==> config.mk <==
export PLATFORM = sky130hd
export DESIGN_NAME = bat_ctrl
export DESIGN_NICKNAME = d
export VERILOG_FILES = /design/src/rtl/core/bat_pkg.sv /design/src/rtl/core/bat_ctrl.sv
export SDC_FILE = /design/constraint.sdc
export NUM_CORES = 1
export LEC_CHECK = 0
export ABC_AREA = 1
export ABC_CLOCK_PERIOD_IN_PS = 4400
export BUFFER_PORTS_ARGS = -buffer_cell sky130_fd_sc_hd__buf_2
export CORE_MARGIN = 3
export CORE_UTILIZATION = 35
export CTS_BUF_LIST = sky130_fd_sc_hd__clkbuf_4 sky130_fd_sc_hd__clkbuf_8
export DETAILED_ROUTE_END_ITERATION = 8
export SLEW_MARGIN = 0
export SYNTH_ARGS = -nofsm -noshare
export SYNTH_HDL_FRONTEND = slang
export SYNTH_SLANG_ARGS = --single-unit
==> constraint.sdc <==
create_clock -name clock -period 4.4 [get_ports clock]
set_clock_uncertainty 0.2 [all_clocks]
set_input_delay 0.22 -clock clock [delete_from_list [all_inputs] [get_ports clock]]
set_output_delay 0.22 -clock clock [all_outputs]
set_load 0.01 [all_outputs]
==> src/rtl/core/bat_pkg.sv <==
// Shared types, widths and constant tables of the bulge arc tessellator.
package bat_pkg;

   // field widths
   localparam int COORD_W = 24;
   localparam int BULGE_W = 16;
   localparam int INDEX_W = 4;
   localparam int REQ_W   = 112;
   localparam int RSP_W   = 56;

   // internal widths
   localparam int CORD_W  = 40;   // CORDIC x and y
   localparam int ANG_W   = 34;   // CORDIC angle accumulator
   localparam int DIV_W   = 60;   // divider dividend and quotient
   localparam int DEN_W   = 16;   // divider divisor
   localparam int ACC_W   = 64;   // centre, vector and point accumulators
   localparam int TRIG_W  = 33;   // cos and sin, Q2.30 with headroom

   localparam int ITERS      = 30;
   localparam int NUM_THRESH = 7;

   localparam logic [CORD_W-1:0] GAIN_INV = 40'h00_26DD_3B6A;

   // atan(2^-k) in 2^-32 turn
   localparam logic [31:0] ATAN_TAB [ITERS] = '{
      32'h20000000, 32'h12E4051D, 32'h09FB385B, 32'h051111D4, 32'h028B0D43,
      32'h0145D7E1, 32'h00A2F61E, 32'h00517C55, 32'h0028BE53, 32'h00145F2E,
      32'h000A2F98, 32'h000517CC, 32'h00028BE6, 32'h000145F3, 32'h0000A2F9,
      32'h0000517C, 32'h000028BE, 32'h0000145F, 32'h00000A2F, 32'h00000517,
      32'h0000028B, 32'h00000145, 32'h000000A2, 32'h00000051, 32'h00000028,
      32'h00000014, 32'h0000000A, 32'h00000005, 32'h00000002, 32'h00000001
   };

   // bulge magnitudes at which one more segment is added
   localparam logic [15:0] SEG_THRESH [NUM_THRESH] = '{
      16'd3143, 16'd4096, 16'd5339, 16'd7095, 16'd9889, 16'd15287, 16'd31113
   };

   // datapath commands
   typedef enum logic [3:0] {
      OP_NONE,
      OP_LOAD,
      OP_ATAN_GO,
      OP_ATAN_END,
      OP_MULX,
      OP_MULY,
      OP_DIV_GO,
      OP_CX_END,
      OP_CY_END,
      OP_VEC,
      OP_PHI_GO,
      OP_ROT_GO,
      OP_ROT_END,
      OP_MAC_GO,
      OP_EMIT
   } op_type;

   // datapath status
   typedef struct packed {
      logic skip;
      logic cordic_busy;
      logic div_busy;
      logic mac_busy;
      logic last;
      logic out_busy;
   } status_type;

   typedef enum logic [3:0] {
      ST_IDLE,
      ST_CHECK,
      ST_ATAN,
      ST_MULX,
      ST_DIVX,
      ST_DIVX_W,
      ST_MULY,
      ST_DIVY,
      ST_DIVY_W,
      ST_VEC,
      ST_PHI,
      ST_PHI_W,
      ST_ROT_W,
      ST_MAC,
      ST_MAC_W,
      ST_EMIT
   } state_type;

endpackage

==> src/rtl/core/bat_ctrl.sv <==
// Controller: sequences one arc through the shared datapath units.
module bat_ctrl (
   input  logic                 clock,
   input  logic                 reset,
   input  logic                 req_tvalid,
   output logic                 req_tready,
   input  bat_pkg::status_type  status,
   output bat_pkg::op_type      op
);
   import bat_pkg::*;

   state_type state_ff, state_in;

   // state register
   always_ff @(posedge clock) begin
      if (reset) begin
         state_ff <= ST_IDLE;
      end else begin
         state_ff <= state_in;
      end
   end

   // next state and command
   always_comb begin
      state_in   = state_ff;
      op         = OP_NONE;
      req_tready = 1'b0;
      unique case (state_ff)
         ST_IDLE: begin
            req_tready = 1'b1;
            if (req_tvalid) begin
               op       = OP_LOAD;
               state_in = ST_CHECK;
            end
         end
         ST_CHECK: begin
            if (status.skip) begin
               state_in = ST_IDLE;
            end else begin
               op       = OP_ATAN_GO;
               state_in = ST_ATAN;
            end
         end
         ST_ATAN: begin
            if (!status.cordic_busy) begin
               op       = OP_ATAN_END;
               state_in = ST_MULX;
            end
         end
         ST_MULX: begin
            op       = OP_MULX;
            state_in = ST_DIVX;
         end
         ST_DIVX: begin
            op       = OP_DIV_GO;
            state_in = ST_DIVX_W;
         end
         ST_DIVX_W: begin
            if (!status.div_busy) begin
               op       = OP_CX_END;
               state_in = ST_MULY;
            end
         end
         ST_MULY: begin
            op       = OP_MULY;
            state_in = ST_DIVY;
         end
         ST_DIVY: begin
            op       = OP_DIV_GO;
            state_in = ST_DIVY_W;
         end
         ST_DIVY_W: begin
            if (!status.div_busy) begin
               op       = OP_CY_END;
               state_in = ST_VEC;
            end
         end
         ST_VEC: begin
            op       = OP_VEC;
            state_in = ST_PHI;
         end
         ST_PHI: begin
            op       = OP_PHI_GO;
            state_in = ST_PHI_W;
         end
         ST_PHI_W: begin
            if (!status.div_busy) begin
               op       = OP_ROT_GO;
               state_in = ST_ROT_W;
            end
         end
         ST_ROT_W: begin
            if (!status.cordic_busy) begin
               op       = OP_ROT_END;
               state_in = ST_MAC;
            end
         end
         ST_MAC: begin
            op       = OP_MAC_GO;
            state_in = ST_MAC_W;
         end
         ST_MAC_W: begin
            if (!status.mac_busy) begin
               state_in = ST_EMIT;
            end
         end
         ST_EMIT: begin
            if (!status.out_busy) begin
               op       = OP_EMIT;
               state_in = status.last ? ST_IDLE : ST_PHI;
            end
         end
         default: begin
            state_in = ST_IDLE;
         end
      endcase
   end

endmodule

# Word-level counts from Yosys, hierarchy flattened
# Index checks and enable logic that the tools add are counted.
# classes
eq_ne,23
mux,20
n_reduce_logical,3
# ops
operator,count
one-hot mux 4 bit (16 select lines),1
one-hot mux 4 bit (14 select lines),1
two-way mux 4 bit,13
equality test 4 bit (second input constant),8
equality test 4 x 3 -> 1 bit (second input constant),4
inequality test 2 bit (second input constant),8
equality test 4 x 2 -> 1 bit (second input constant),2
AND reduction 8 bit,1
equality test 4 x 1 -> 1 bit (second input constant),1
logical NOT 4 bit,1
two-way mux 2 bit,2
two-way mux 3 bit,1
two-way mux 1 bit,2
OR reduction 2 bit,1
# totals
register_bits,4
inputBits,9
output_inout_bits,5
elab_cells,47

# Depth between registers and ports, before layout
# Gate-level depths: netlist of the first run.
# depth
word_depth,3
mapped_depth,8
mapped_depth_nobuf,8

# Worst setup path before layout of the first run
# OpenSTA, ideal clock, no wires.
# synth_timing
path_type,reg-to-output
from,reg state_ff[0]
to,out op[3]
arrival_time_ps,1059
required_time_ps,3980
setup_slack_ps,2921
stages_incl_launch_ff,6
path_buffers,0
cell_sequence,dfxtp_1 -> nand2_1 -> inv_2 -> or2_1 -> a21boi_0 -> or2_1
# synth_between
elab_chain_cells,3
word_cells_on_any_way,17
classes_between,eq/ne: 14; mux: 1; reduce/logical: 2
# synth_rtl
element,line,rtl
from (decl),bat_ctrl.sv:12,"state_type state_ff, state_in;"
from (signal assigned),bat_ctrl.sv:19,state_ff <= state_in;
equality test 4 x 3 -> 1 bit,bat_ctrl.sv:28,unique case (state_ff)
OR reduction 2 bit (no source line),n/a,
one-hot mux 4 bit (14 select lines) *,bat_ctrl.sv:28,
to (decl),bat_ctrl.sv:8,output bat_pkg::op_type op
# Every way passes the cells marked *; elsewhere a longest branch is shown, timed or not.

# Worst setup path in the final report of the first run
# layout_timing
from,reg state_ff[1]
to,out op[1]
# The elaborated chain is that of the path after synthesis.

==> results of run 1 <==
==> logic make-up after synthesis <==
family          after synthesis  share of synthesized area
simple gates                 60                      0.558
compound gates               14                      0.165
buf+inv                      16                      0.119
flops                         4                      0.158
==> worst min-delay path: stages <==
cell and delay (ns):
sky130_fd_sc_hd__buf_2 0.07, sky130_fd_sc_hd__nand3_1 0.07, sky130_fd_sc_hd__nand2_1 0.08, sky130_fd_sc_hd__nor2_2 0.07
sky130_fd_sc_hd__nand3_1 0.08, sky130_fd_sc_hd__a21oi_1 0.06
==> power by group through the flow <==
stage / registers (uW) / logic [uW] / clock network (uW)
finish: 47.0 / 67.6 / 43.5
global route: 47.6 / 76.1 / 50.4
CTS: 46.8 / 67.2 / 46.5
detailed placement: 47.3 / 66.4 / 0
global placement: 47.1 / 68.0 / 0
floorplan: 46.0 / 46.9 / 0
==> worst min path at each step <==
stage / startpoint / end / slack, ns / cells past startpoint
after global placement: reset / state_ff[1]$_SDFFE_PP0P_ / 0.23 / 2
after floorplan: reset / state_ff[1]$_SDFFE_PP0P_ / 0.08 / 1
final: status[2] / state_ff[3]$_SDFFE_PP0P_ / 0.27 / 6
after detailed placement: reset / state_ff[1]$_SDFFE_PP0P_ / 0.23 / 2
after global routing: status[4] / state_ff[0]$_SDFFE_PP0P_ / 0.33 / 6
after CTS: status[2] / state_ff[3]$_SDFFE_PP0P_ / 0.25 / 6
==> per-stage QoR <==
step	power [uW]	util
floorplan	92.9	-
CTS	160	0.467
global route	174	0.467
detailed placement	114	0.443
global placement	115	0.443
finish	158	0.467
==> layout make-up <==
class                   instances  area [um2]  share of cell area
repair buffers                 14        75.1               0.120
well taps                      15        18.8              0.0301
clock buffers                   3        22.5              0.0361
multi-input cells              74         367               0.588
inverters                      16        60.1              0.0964
flip-flops and latches          4        80.1               0.129
==> cells in the final DEF (no fill, tap or decap) <==
cell type,count
sky130_fd_sc_hd__o211ai_1,2
sky130_fd_sc_hd__inv_1,11
sky130_fd_sc_hd__buf_2,13
sky130_fd_sc_hd__clkbuf_4,3
sky130_fd_sc_hd__nand3_1,16
sky130_fd_sc_hd__nand2_4,1
sky130_fd_sc_hd__nand4_1,3
sky130_fd_sc_hd__nor2_1,6
sky130_fd_sc_hd__a21oi_1,6
sky130_fd_sc_hd__a22oi_1,1
sky130_fd_sc_hd__nand2_1,25
sky130_fd_sc_hd__a21oi_2,1
sky130_fd_sc_hd__nor2_2,7
sky130_fd_sc_hd__dfxtp_1,4
sky130_fd_sc_hd__inv_2,5
sky130_fd_sc_hd__a21boi_0,1
sky130_fd_sc_hd__o21ai_0,3
sky130_fd_sc_hd__or2_1,2
sky130_fd_sc_hd__dlygate4sd3_1,1
==> per-layer routing <==
layer / wire [um] / vias to the layer above / part of all wire
met5: 0 / - / 0
met4: 0 / 0 / 0
met3: 76 / 0 / 0.058
met2: 643 / 15 / 0.49
met1: 586 / 288 / 0.45
li1: - / 342 / -
==> run_results.csv, run 1 <==
group,metric,value,unit
place,post-place-ws,2.73,ns
logic_synthesis,synth_async_sr_flop_share,0,
logic_synthesis,avgSynthCellArea,5.39,um2
sta,post-route-worst-setup-slack,2.44,ns
critical_path,peak_per_stage_delay_on_the_critical_path,0.47,ns
routing,avgRoutedWirePerCell,10.4,um
global_route,gr-usage-met2,0.238,
sta,finalHoldWorstSlack,0.268,ns
sta,tightest_pin_transition,0.277,ns
sta,rsz_0062_raised_after_global_routing,"no",
critical_path,worst_setup_path_startpoint,"state_ff[1]$_SDFFE_PP0P_",
routing,route.vias.total,645,
global_route,grt_antenna_before_repair,0,
power,p_int,95.5,uW
cells_and_area,biggestRegsByFlops,"state_ff (4)",
logic_synthesis,synth_top_area_share,0.185,
cells_and_area,final_design_area_no_fill,623,um2
run,cap_viol_max_count,0,
floorplanning,chip_width,44.1,um
logic_synthesis,netlist_top_cells_area,"sky130_fd_sc_hd__nand2_1, sky130_fd_sc_hd__dfxtp_1, sky130_fd_sc_hd__nand3_1",
cells_and_area,largest_register_ffs,4,
critical_path,worst-r2r-setup-slack,2.77,ns
critical_path,crit_family,"simple AND/OR/NAND/NOR gates",
logic_synthesis,synth_sequential_area_ratio,0.158,
sta,slew_viol_final,0,
floorplanning,floorplan.die.height,44.1,um
logic_synthesis,synthDominantAreaCellType,"sky130_fd_sc_hd__nand2_1",
power,static-leakage-power,0.000344,uW
sta,final-hold-violation-count,0,
global_route,grt_max_degree,8,
clock_tree,clkLatencyLatePin,0.23,ns
critical_path,criticalPathCategory,"reg2out",
power,power_switching_share,0.396,
cells_and_area,final_layout_size_suffix_gt1_frac,0.270,
critical_path,worstPathMaxFanout,7,
floorplanning,effective_utilization_at_floorplan,0.380,
floorplanning,floorplan.io_pins,14,
place,placed_cell_area,591,um2
global_route,globalRouteTotalUtil,0.158,
critical_path,critical_path_buf_inv_count,2,
critical_path,worstSetupStartpointType,"flop",
clock_tree,tritoncts,"yes",
floorplanning,core,1330,um2
run_status,outcome,"finished, final reports clean",
power,netSwitchingPower,62.5,uW
clock_tree,cts.clk_slew.worst_paths,0.03,ns
logic_synthesis,dominantRegCellSynth,"sky130_fd_sc_hd__dfxtp_1",
place,dpl.cell_count,122,
critical_path,required_worst_endpoint,3.98,ns
critical_path,crit_path_top_delay_cell,"sky130_fd_sc_hd__dfxtp_1",
critical_path,worst-endpoint-arrival,1.54,ns
clock_tree,cts_repair_resize_count,0,
critical_path,timing.critical_path.to,"op[1]",
critical_path,worstPathCellList,"inv_2 -> nor2_2 -> nand3_1 -> nand2_1 -> nor2_1 -> nand4_1 -> buf_2",
floorplanning,placementRows,13,
routing,number_of_detailed_route_iterations_in_the_first_pass,4,
critical_path,critPathCaptureType,"output pin",
clock_tree,clock_path_buffers,2,
global_route,grt.met3_usage,0.0244,
cells_and_area,fillCellCount,158,
global_route,grt_pass1_wl,2.30,mm
sta,post-route-period-util,0.445,
logic_synthesis,ys_seq_elements,4,
floorplanning,dieArea,1940,um2
clock_tree,clock-root-buffer,"sky130_fd_sc_hd__clkbuf_4",
global_route,first_global_vias,574,
logic_synthesis,post-synth-top-count-cell,"sky130_fd_sc_hd__nand2_1",
clock_tree,ctsHoldBuffers,1,
cells_and_area,design.final.nets,122,
critical_path,worstSetupPathDepth,7,
sta,slew_headroom,0.815,
routing,detail-route-antenna-nets,0,
logic_synthesis,syn_inst,94,
clock_tree,cts_buffers,3,
power,seq_power_share,0.297,
place,numPortBuffers,13,
sta,timing.fmax,0.510,GHz
place,place.gp.congestion,0.863,
sta,final_period_minus_worst_setup_slack,1.96,ns
logic_synthesis,synth-edff-count,0,
power,power.share.clock,0.275,
sta,finalSetupTns,0,ns
clock_tree,tritoncts_num_sinks,4,
sta,finalSetupViolations,0,
logic_synthesis,syn-num-nets,103,
critical_path,crit-reg2reg-launch,"state_ff[1]$_SDFFE_PP0P_",
global_route,grt.met1_usage,0.211,
routing,viasPerCell,5.12,
clock_tree,h-tree-depth,1,
cells_and_area,antenna_cells,0,
power,power_density,254,nW/um2
cells_and_area,registers.top_by_ff_count,"state_ff",
global_route,grt_most_used_layer,"met2",
cells_and_area,layout-area-overhead-vs-synth,23.0,%
clock_tree,cts_post_setup_buffers_inserted,0,
logic_synthesis,ys_top_cells_by_count,"sky130_fd_sc_hd__nand2_1, sky130_fd_sc_hd__nand3_1, sky130_fd_sc_hd__inv_1",
routing,drt_iter0_markers,14,
logic_synthesis,syn-cell-area,507,um2
routing,detail_route.wirelength,1.31,mm
global_route,globalRouteOverflowTotal,0,
logic_synthesis,yosysWarnings,0,
critical_path,worst_reg2reg_endpoint,"state_ff[1]$_SDFFE_PP0P_",
power,ir_worst_vdd,157,uV
place,dp_hpwl,1.06,mm
critical_path,rr_worst_depth,8,
hold_path,hp-class,"in2reg",
cells_and_area,post_layout_nonfiller_instances,126,
logic_synthesis,ys_types,16,
routing,remaining_design_rule_violation_count,0,
power,combinationalPowerShare,0.428,
Power figures use the tool's default switching activity.
==> run 2: changes to the inputs <==
--- a/config.mk
+++ b/config.mk
@@ -5,8 +5,8 @@
 export SDC_FILE = /design/constraint.sdc
 export NUM_CORES = 1
 export LEC_CHECK = 0
-export ABC_AREA = 1
-export ABC_CLOCK_PERIOD_IN_PS = 4400
+export ABC_AREA = 0
+export ABC_CLOCK_PERIOD_IN_PS = 1870
 export BUFFER_PORTS_ARGS = -buffer_cell sky130_fd_sc_hd__buf_2
 export CORE_MARGIN = 3
 export CORE_UTILIZATION = 35
==> constraint.sdc (replaced) <==
create_clock -name clock -period 1.87 [get_ports clock]
set_clock_uncertainty 0.2 [all_clocks]
set_input_delay 0.0935 -clock clock [delete_from_list [all_inputs] [get_ports clock]]
set_output_delay 0.0935 -clock clock [all_outputs]
set_load 0.01 [all_outputs]
==> run 2 against run 1 <==
Combinational power grew 100%. Die area shrank 2.1%. Clock power grew 140%. Clock-buffer cell count is the same. Design area grew 5.4%. Sequential power grew 120%. Synthesized cell count shrank 22%. Power grew 120%. Via count shrank 7.6%. Cell count shrank 16%. Highest routed layer unchanged.
==> run_results.csv, run 2 <==
group,metric,value,unit
run_status,outcome,"finished, final reports clean",
clock_tree,tritoncts,"yes",
critical_path,worstPathMaxFanout,9,
cells_and_area,fillCellCount,127,
global_route,globalRouteOverflowTotal,0,
logic_synthesis,ys_seq_elements,4,
clock_tree,cts.clk_slew.worst_paths,0.04,ns
cells_and_area,mostFrequentLayoutCells,"sky130_fd_sc_hd__buf_2, sky130_fd_sc_hd__nand2_1, sky130_fd_sc_hd__a21oi_1, sky130_fd_sc_hd__buf_4, sky130_fd_sc_hd__nor2_1",
critical_path,crit_path_top_delay_cell,"sky130_fd_sc_hd__dfxtp_2",
clock_tree,clock-root-buffer,"sky130_fd_sc_hd__clkbuf_4",
sta,finalHoldWorstSlack,0.108,ns
routing,detail_route.wirelength,1.38,mm
floorplanning,dieArea,1900,um2
sta,final_period_minus_worst_setup_slack,1.81,ns
cells_and_area,layout-area-overhead-vs-synth,32.9,%
sta,finalSetupTns,0,ns
critical_path,criticalPathCategory,"reg2out",
global_route,grt_antenna_before_repair,0,
logic_synthesis,synth_xor_area_frac,0,
logic_synthesis,synth_async_sr_flop_share,0,
logic_synthesis,netlist_top_cells_area,"sky130_fd_sc_hd__dfxtp_1, sky130_fd_sc_hd__a21oi_1, sky130_fd_sc_hd__nand2_1",
clock_tree,clkLatencyLatePin,0.23,ns
cells_and_area,antenna_cells,0,
logic_synthesis,synth_top_area_share,0.162,
floorplanning,floorplan.die.height,43.6,um
cells_and_area,design.final.nets,103,
clock_tree,cts_post_setup_buffers_inserted,0,
logic_synthesis,synthDominantAreaCellType,"sky130_fd_sc_hd__dfxtp_1",
routing,remaining_design_rule_violation_count,0,
place,dpl.cell_count,101,
global_route,globalRouteTotalUtil,0.146,
logic_synthesis,post-synth-top-count-cell,"sky130_fd_sc_hd__nand2_1",
logic_synthesis,syn_inst,73,
place,place.gp.congestion,0.859,
routing,number_of_detailed_route_iterations_in_the_first_pass,4,
clock_tree,clock_path_buffers,2,
place,placed_cell_area,596,um2
critical_path,critPathCaptureType,"output pin",
place,post-place-ws,0.111,ns
floorplanning,chip_width,43.6,um
cells_and_area,post_layout_nonfiller_instances,106,
global_route,first_global_vias,517,
cells_and_area,most_common_library_cell_in_the_layout_ignoring_fill_and_taps,"sky130_fd_sc_hd__buf_2",
sta,finalSetupViolations,0,
clock_tree,tritoncts_num_sinks,4,
sta,final-hold-violation-count,0,
routing,drt_iter0_markers,15,
logic_synthesis,synth_simple_gate_area_frac,0.314,
floorplanning,core,1220,um2
critical_path,critical_path_buf_inv_count,2,
floorplanning,placementRows,12,
routing,avgRoutedWirePerCell,13.0,um
logic_synthesis,synth_sequential_area_ratio,0.162,
logic_synthesis,synth_top_family_by_area,"compound AO/OA/AOI/OAI gates",
critical_path,worstSetupStartpointType,"flop",
floorplanning,effective_utilization_at_floorplan,0.406,
logic_synthesis,synth_fa_ha_area_frac,0,
logic_synthesis,avgSynthCellArea,6.77,um2
cells_and_area,largest_register_ffs,4,
logic_synthesis,syn-num-nets,82,
routing,detail-route-antenna-nets,0,
logic_synthesis,synth-edff-count,0,
critical_path,peak_per_stage_delay_on_the_critical_path,0.42,ns
power,power_density,524,nW/um2
floorplanning,floorplan.io_pins,14,
logic_synthesis,dominantRegCellSynth,"sky130_fd_sc_hd__dfxtp_1",
routing,viasPerCell,5.62,
sta,slew_headroom,0.774,
sta,slew_viol_final,0,
power,static-leakage-power,0.000273,uW
logic_synthesis,synth-compound-area-share,0.339,
critical_path,required_worst_endpoint,1.58,ns
cells_and_area,final_layout_size_suffix_gt1_frac,0.348,
sta,post-route-period-util,0.969,
critical_path,crit_family,"compound AO/OA/AOI/OAI gates",
hold_path,hp-class,"in2reg",
place,dp_hpwl,1.02,mm
sta,timing.fmax,0.552,GHz
cells_and_area,registers.top_by_ff_count,"state_ff",
logic_synthesis,ys_types,33,
place,numPortBuffers,13,
power,ir_worst_vdd,403,uV
critical_path,worst-endpoint-arrival,1.52,ns
logic_synthesis,syn-cell-area,494,um2
global_route,grt_max_degree,12,
clock_tree,h-tree-depth,1,
clock_tree,cts_buffers,3,
routing,route.vias.total,596,
run,cap_viol_max_count,0,
cells_and_area,biggestRegsByFlops,"state_ff (4)",
sta,tightest_pin_transition,0.336,ns
sta,post-route-worst-setup-slack,0.0577,ns
logic_synthesis,yosysWarnings,0,
critical_path,worstPathCellList,"buf_4 -> nor3_2 -> a21oi_1 -> a2bb2oi_1 -> o221ai_1 -> buf_2",
global_route,grt_pass1_wl,2.18,mm
cells_and_area,final_design_area_no_fill,657,um2
logic_synthesis,ys_top_cells_by_count,"sky130_fd_sc_hd__nand2_1, sky130_fd_sc_hd__a21oi_1, sky130_fd_sc_hd__nor2_1",
logic_synthesis,portion_of_netlist_area_occupied_by_mux_cells,0.0709,
==> run 2: cell count changes after synthesis, sizes merged, moves of 3 or more <==
cell / previous run / this run
buf: 0 / 6
inv: 16 / 4
nand2: 26 / 8
nand3: 16 / 1
nand3b: 0 / 3
nor2: 13 / 6
nor3: 0 / 5
==> run 2: cell type report <==
type | count | area (um2) | area share
Multi-Input combinational cell | 58 | 368 | 0.560
Timing Repair Buffer | 23 | 149 | 0.227
Tap cell | 14 | 17.5 | 0.0267
Inverter | 4 | 15.0 | 0.0229
Sequential cell | 4 | 85.1 | 0.130
Clock buffer | 3 | 22.5 | 0.0343
==> run 2: worst paths after layout <==
check                            from                        to  slack [ns]  cells past startpoint
min reg2reg  state_ff[2]$_SDFFE_PP0P_  state_ff[2]$_SDFFE_PP0P_        0.52                      2
min                        req_tvalid  state_ff[0]$_SDFFE_PP0P_        0.11                      4
max reg2reg  state_ff[3]$_SDFFE_PP0P_  state_ff[0]$_SDFFE_PP0P_        0.15                      4
max          state_ff[1]$_SDFFE_PP0P_                     op[1]        0.06                      6
==> run 2: repair_timing <==
action                     4_1_cts  5_1_grt
cloned                           0        0
hold buffers                     2        0
hold endpoints to repair         2        0
gates resized for setup          1        5
setup endpoints to repair        2        3
==> run 2: where the power goes <==
group	internal, uW	total [uW]	leakage, uW	switching [uW]
clock network	71.5	103	0.0000138	31.2
registers	92.2	104	0.0000337	12.1
logic	66.8	137	0.000225	70.5
==> run 2: layer usage <==
layer  track usage  vias to the layer above  share of wire
met1         0.208                      265           0.51
met5             0                        -              0
met3        0.0415                        0          0.054
met2         0.230                       20           0.44
li1              -                      311              -
met4             0                        0              0
==> run 2: cells by family (layout without fill, tap and decap cells) <==
group                  count (synthesis)  after routing
and+or+nand+nor                       31             31
buffers and inverters                 11             30
AOI/OAI and AO/OA                     24             24
muxes                                  3              3
DFF                                    4              4
==> run 2: tightest hold or removal path: stages <==
cell                     delay [ns]
sky130_fd_sc_hd__buf_2         0.09
sky130_fd_sc_hd__nor4_1        0.04
sky130_fd_sc_hd__nor3_1        0.12
sky130_fd_sc_hd__mux2_1        0.16
==> run 2: through the flow <==
| stage | power, uW | utilization |
|---|---|---|
| final | 344 | 0.540 |
| after global routing | 367 | 0.540 |
| after CTS | 342 | 0.526 |
| after detailed placement | 232 | 0.490 |
| after global placement | 232 | 0.490 |
| after floorplan | 186 | - |
==> run 3: changes to the inputs <==
--- a/config.mk
+++ b/config.mk
@@ -5,7 +5,7 @@
 export SDC_FILE = /design/constraint.sdc
 export NUM_CORES = 1
 export LEC_CHECK = 0
-export ABC_AREA = 0
+export ABC_AREA = 1
 export ABC_CLOCK_PERIOD_IN_PS = 1870
 export BUFFER_PORTS_ARGS = -buffer_cell sky130_fd_sc_hd__buf_2
 export CORE_MARGIN = 3
==> run 3 against run 2 <==
Hold slack gained 0.0075 ns. Power grew 10%. First-iteration DRC count grew 60%. Register-to-register slack gained 0.16 ns. Highest routed layer unchanged. Sequential power grew 8%. Largest cell class unchanged. Fmax grew 4.7%. Critical path type unchanged.
==> run_results.csv, run 3 (synthesis results as in run 1) <==
group,metric,value,unit
critical_path,crit_path_top_delay_cell,"sky130_fd_sc_hd__dfxtp_2",
sta,tightest_pin_transition,0.294,ns
critical_path,required_worst_endpoint,1.58,ns
critical_path,worstSetupStartpointType,"flop",
floorplanning,placementRows,13,
cells_and_area,design.final.nets,122,
power,ir_worst_vdd,306,uV
routing,viasPerCell,5.13,
global_route,grt_antenna_before_repair,0,
floorplanning,effective_utilization_at_floorplan,0.380,
cells_and_area,registers.top_by_ff_count,"state_ff",
global_route,grt_pass1_wl,2.44,mm
global_route,globalRouteTotalUtil,0.163,
critical_path,peak_per_stage_delay_on_the_critical_path,0.35,ns
critical_path,critPathCaptureType,"output pin",
critical_path,critical_path_buf_inv_count,2,
critical_path,worst_reg2reg_endpoint,"state_ff[1]$_SDFFE_PP0P_",
floorplanning,floorplan.die.height,44.1,um
sta,slew_headroom,0.804,
hold_path,whs_path_depth,6,
cells_and_area,largest_register_ffs,4,
sta,finalSetupViolations,0,
clock_tree,clkLatencyLatePin,0.23,ns
place,dp_hpwl,1.09,mm
routing,route.vias.total,647,
run,cap_viol_max_count,0,
global_route,globalRouteOverflowTotal,0,
power,static-leakage-power,0.000345,uW
floorplanning,dieArea,1940,um2
clock_tree,cts.clk_slew.worst_paths,0.04,ns
critical_path,worst-endpoint-arrival,1.44,ns
sta,post-route-period-util,0.925,
cells_and_area,most_common_library_cell_in_the_layout_ignoring_fill_and_taps,"sky130_fd_sc_hd__nand2_1",
floorplanning,core,1330,um2
sta,rsz_0062_raised_after_global_routing,"no",
critical_path,worst-r2r-setup-slack,0.31,ns
routing,detail_route.wirelength,1.38,mm
clock_tree,cts_buffers,3,
cells_and_area,mostFrequentLayoutCells,"sky130_fd_sc_hd__nand2_1, sky130_fd_sc_hd__nand3_1, sky130_fd_sc_hd__buf_2",
cells_and_area,post_layout_nonfiller_instances,126,
routing,remaining_design_rule_violation_count,0,
critical_path,crit_family,"simple AND/OR/NAND/NOR gates",
sta,finalHoldWorstSlack,0.116,ns
hold_path,hp-class,"in2reg",
critical_path,criticalPathCategory,"reg2out",
sta,timing.fmax,0.578,GHz
sta,final-hold-violation-count,0,
place,numPortBuffers,13,
clock_tree,tritoncts,"yes",
cells_and_area,antenna_cells,0,
critical_path,rr_worst_depth,8,
floorplanning,floorplan.io_pins,14,
clock_tree,clock_path_buffers,2,
routing,avgRoutedWirePerCell,10.9,um
sta,final_period_minus_worst_setup_slack,1.73,ns
cells_and_area,layout-area-overhead-vs-synth,24.4,%
global_route,first_global_vias,604,
cells_and_area,final_layout_size_suffix_gt1_frac,0.288,
clock_tree,h-tree-depth,1,
routing,detail-route-antenna-nets,0,
critical_path,worstPathCellList,"nand2_1 -> inv_2 -> or2_1 -> a22oi_1 -> nand4_1 -> buf_2",
sta,slew_viol_final,0,
power,power_density,601,nW/um2
routing,drt_iter0_markers,24,
critical_path,worstPathMaxFanout,7,
place,dpl.cell_count,122,
routing,number_of_detailed_route_iterations_in_the_first_pass,4,
critical_path,crit-reg2reg-launch,"state_ff[3]$_SDFFE_PP0P_",
clock_tree,clock-root-buffer,"sky130_fd_sc_hd__clkbuf_4",
clock_tree,tritoncts_num_sinks,4,
hold_path,hold_start,"status[2]",
hold_path,worst_hold_path.endpoint,"state_ff[0]$_SDFFE_PP0P_",
global_route,grt_max_degree,8,
power,report.power.total,379,uW
run_status,outcome,"finished, final reports clean",
cells_and_area,biggestRegsByFlops,"state_ff (4)",
sta,finalSetupTns,0,ns
place,place.gp.congestion,0.863,
floorplanning,chip_width,44.1,um
clock_tree,cts_post_setup_buffers_inserted,0,
## run 3: cell types whose count changed in the layout (fill, tap and decap cells not counted), sizes merged, moves of 5 or more
cell | previous run | this run
nor2 | 6 | 13
nor3 | 5 | 0
buf | 21 | 13
nand2 | 8 | 26
nand3 | 1 | 16
inv | 4 | 16
## run 3: what timing repair did
| item | 4_1_cts | 5_1_grt |
|---|---|---|
| resized for setup | 0 | 3 |
| setup endpoints to repair | 0 | 4 |
| hold buffers | 1 | 0 |
| endpoints found under the hold margin | 4 | 0 |
## run 3: worst max-delay path by stage
stage / to / slack, ns / startpoint / depth (start not counted)
after floorplan: state_ff[1]$_SDFFE_PP0P_ / 0.49 / state_ff[1]$_SDFFE_PP0P_ / 8
after global placement: state_ff[1]$_SDFFE_PP0P_ / 0.25 / state_ff[0]$_SDFFE_PP0P_ / 8
after detailed placement: state_ff[1]$_SDFFE_PP0P_ / 0.29 / state_ff[0]$_SDFFE_PP0P_ / 8
after CTS: op[3] / 0.04 / state_ff[0]$_SDFFE_PP0P_ / 6
after global routing: op[1] / 0.01 / state_ff[0]$_SDFFE_PP0P_ / 6
final: op[1] / 0.14 / state_ff[0]$_SDFFE_PP0P_ / 6
## run 3: area by class of cell
type	count	area [um2]
repair buffers	14	75.1
inverters	16	60.1
well taps	15	18.8
multi-input cells	74	372
clock buffers	3	22.5
fillers	158	703
flip-flops and latches	4	82.6
## run 3: tightest hold or removal path: cells and delay by family
kind                   cells  cell delay, ns
buffers and inverters      1            0.08
and+or+nand+nor            4            0.28
AOI/OAI and AO/OA          1            0.06
## run 3: metrics by stage
step | util | worst slack (ns) | instance area (um2)
floorplan | - | 0.488 | 507
global placement | 0.443 | 0.250 | 591
detailed placement | 0.443 | 0.295 | 591
CTS | 0.467 | 0.0409 | 623
global route | 0.473 | 0.0109 | 631
finish | 0.473 | 0.139 | 631
## run 3: where the power goes
part | switching, uW | internal, uW | leakage (uW) | total [uW]
sequential | 16.7 | 95.4 | 0.0000333 | 112
clock | 33.3 | 71.6 | 0.0000138 | 105
combinational | 102 | 59.9 | 0.000298 | 162
## run 3: per-layer routing
| metal | up-vias | global-route usage | wire length [um] |
|---|---|---|---|
| met5 | - | 0 | 0 |
| met1 | 285 | 0.232 | 691 |
| met2 | 20 | 0.250 | 610 |
| li1 | 342 | - | - |
| met3 | 0 | 0.0122 | 74 |
| met4 | 0 | 0.0723 | 0 |
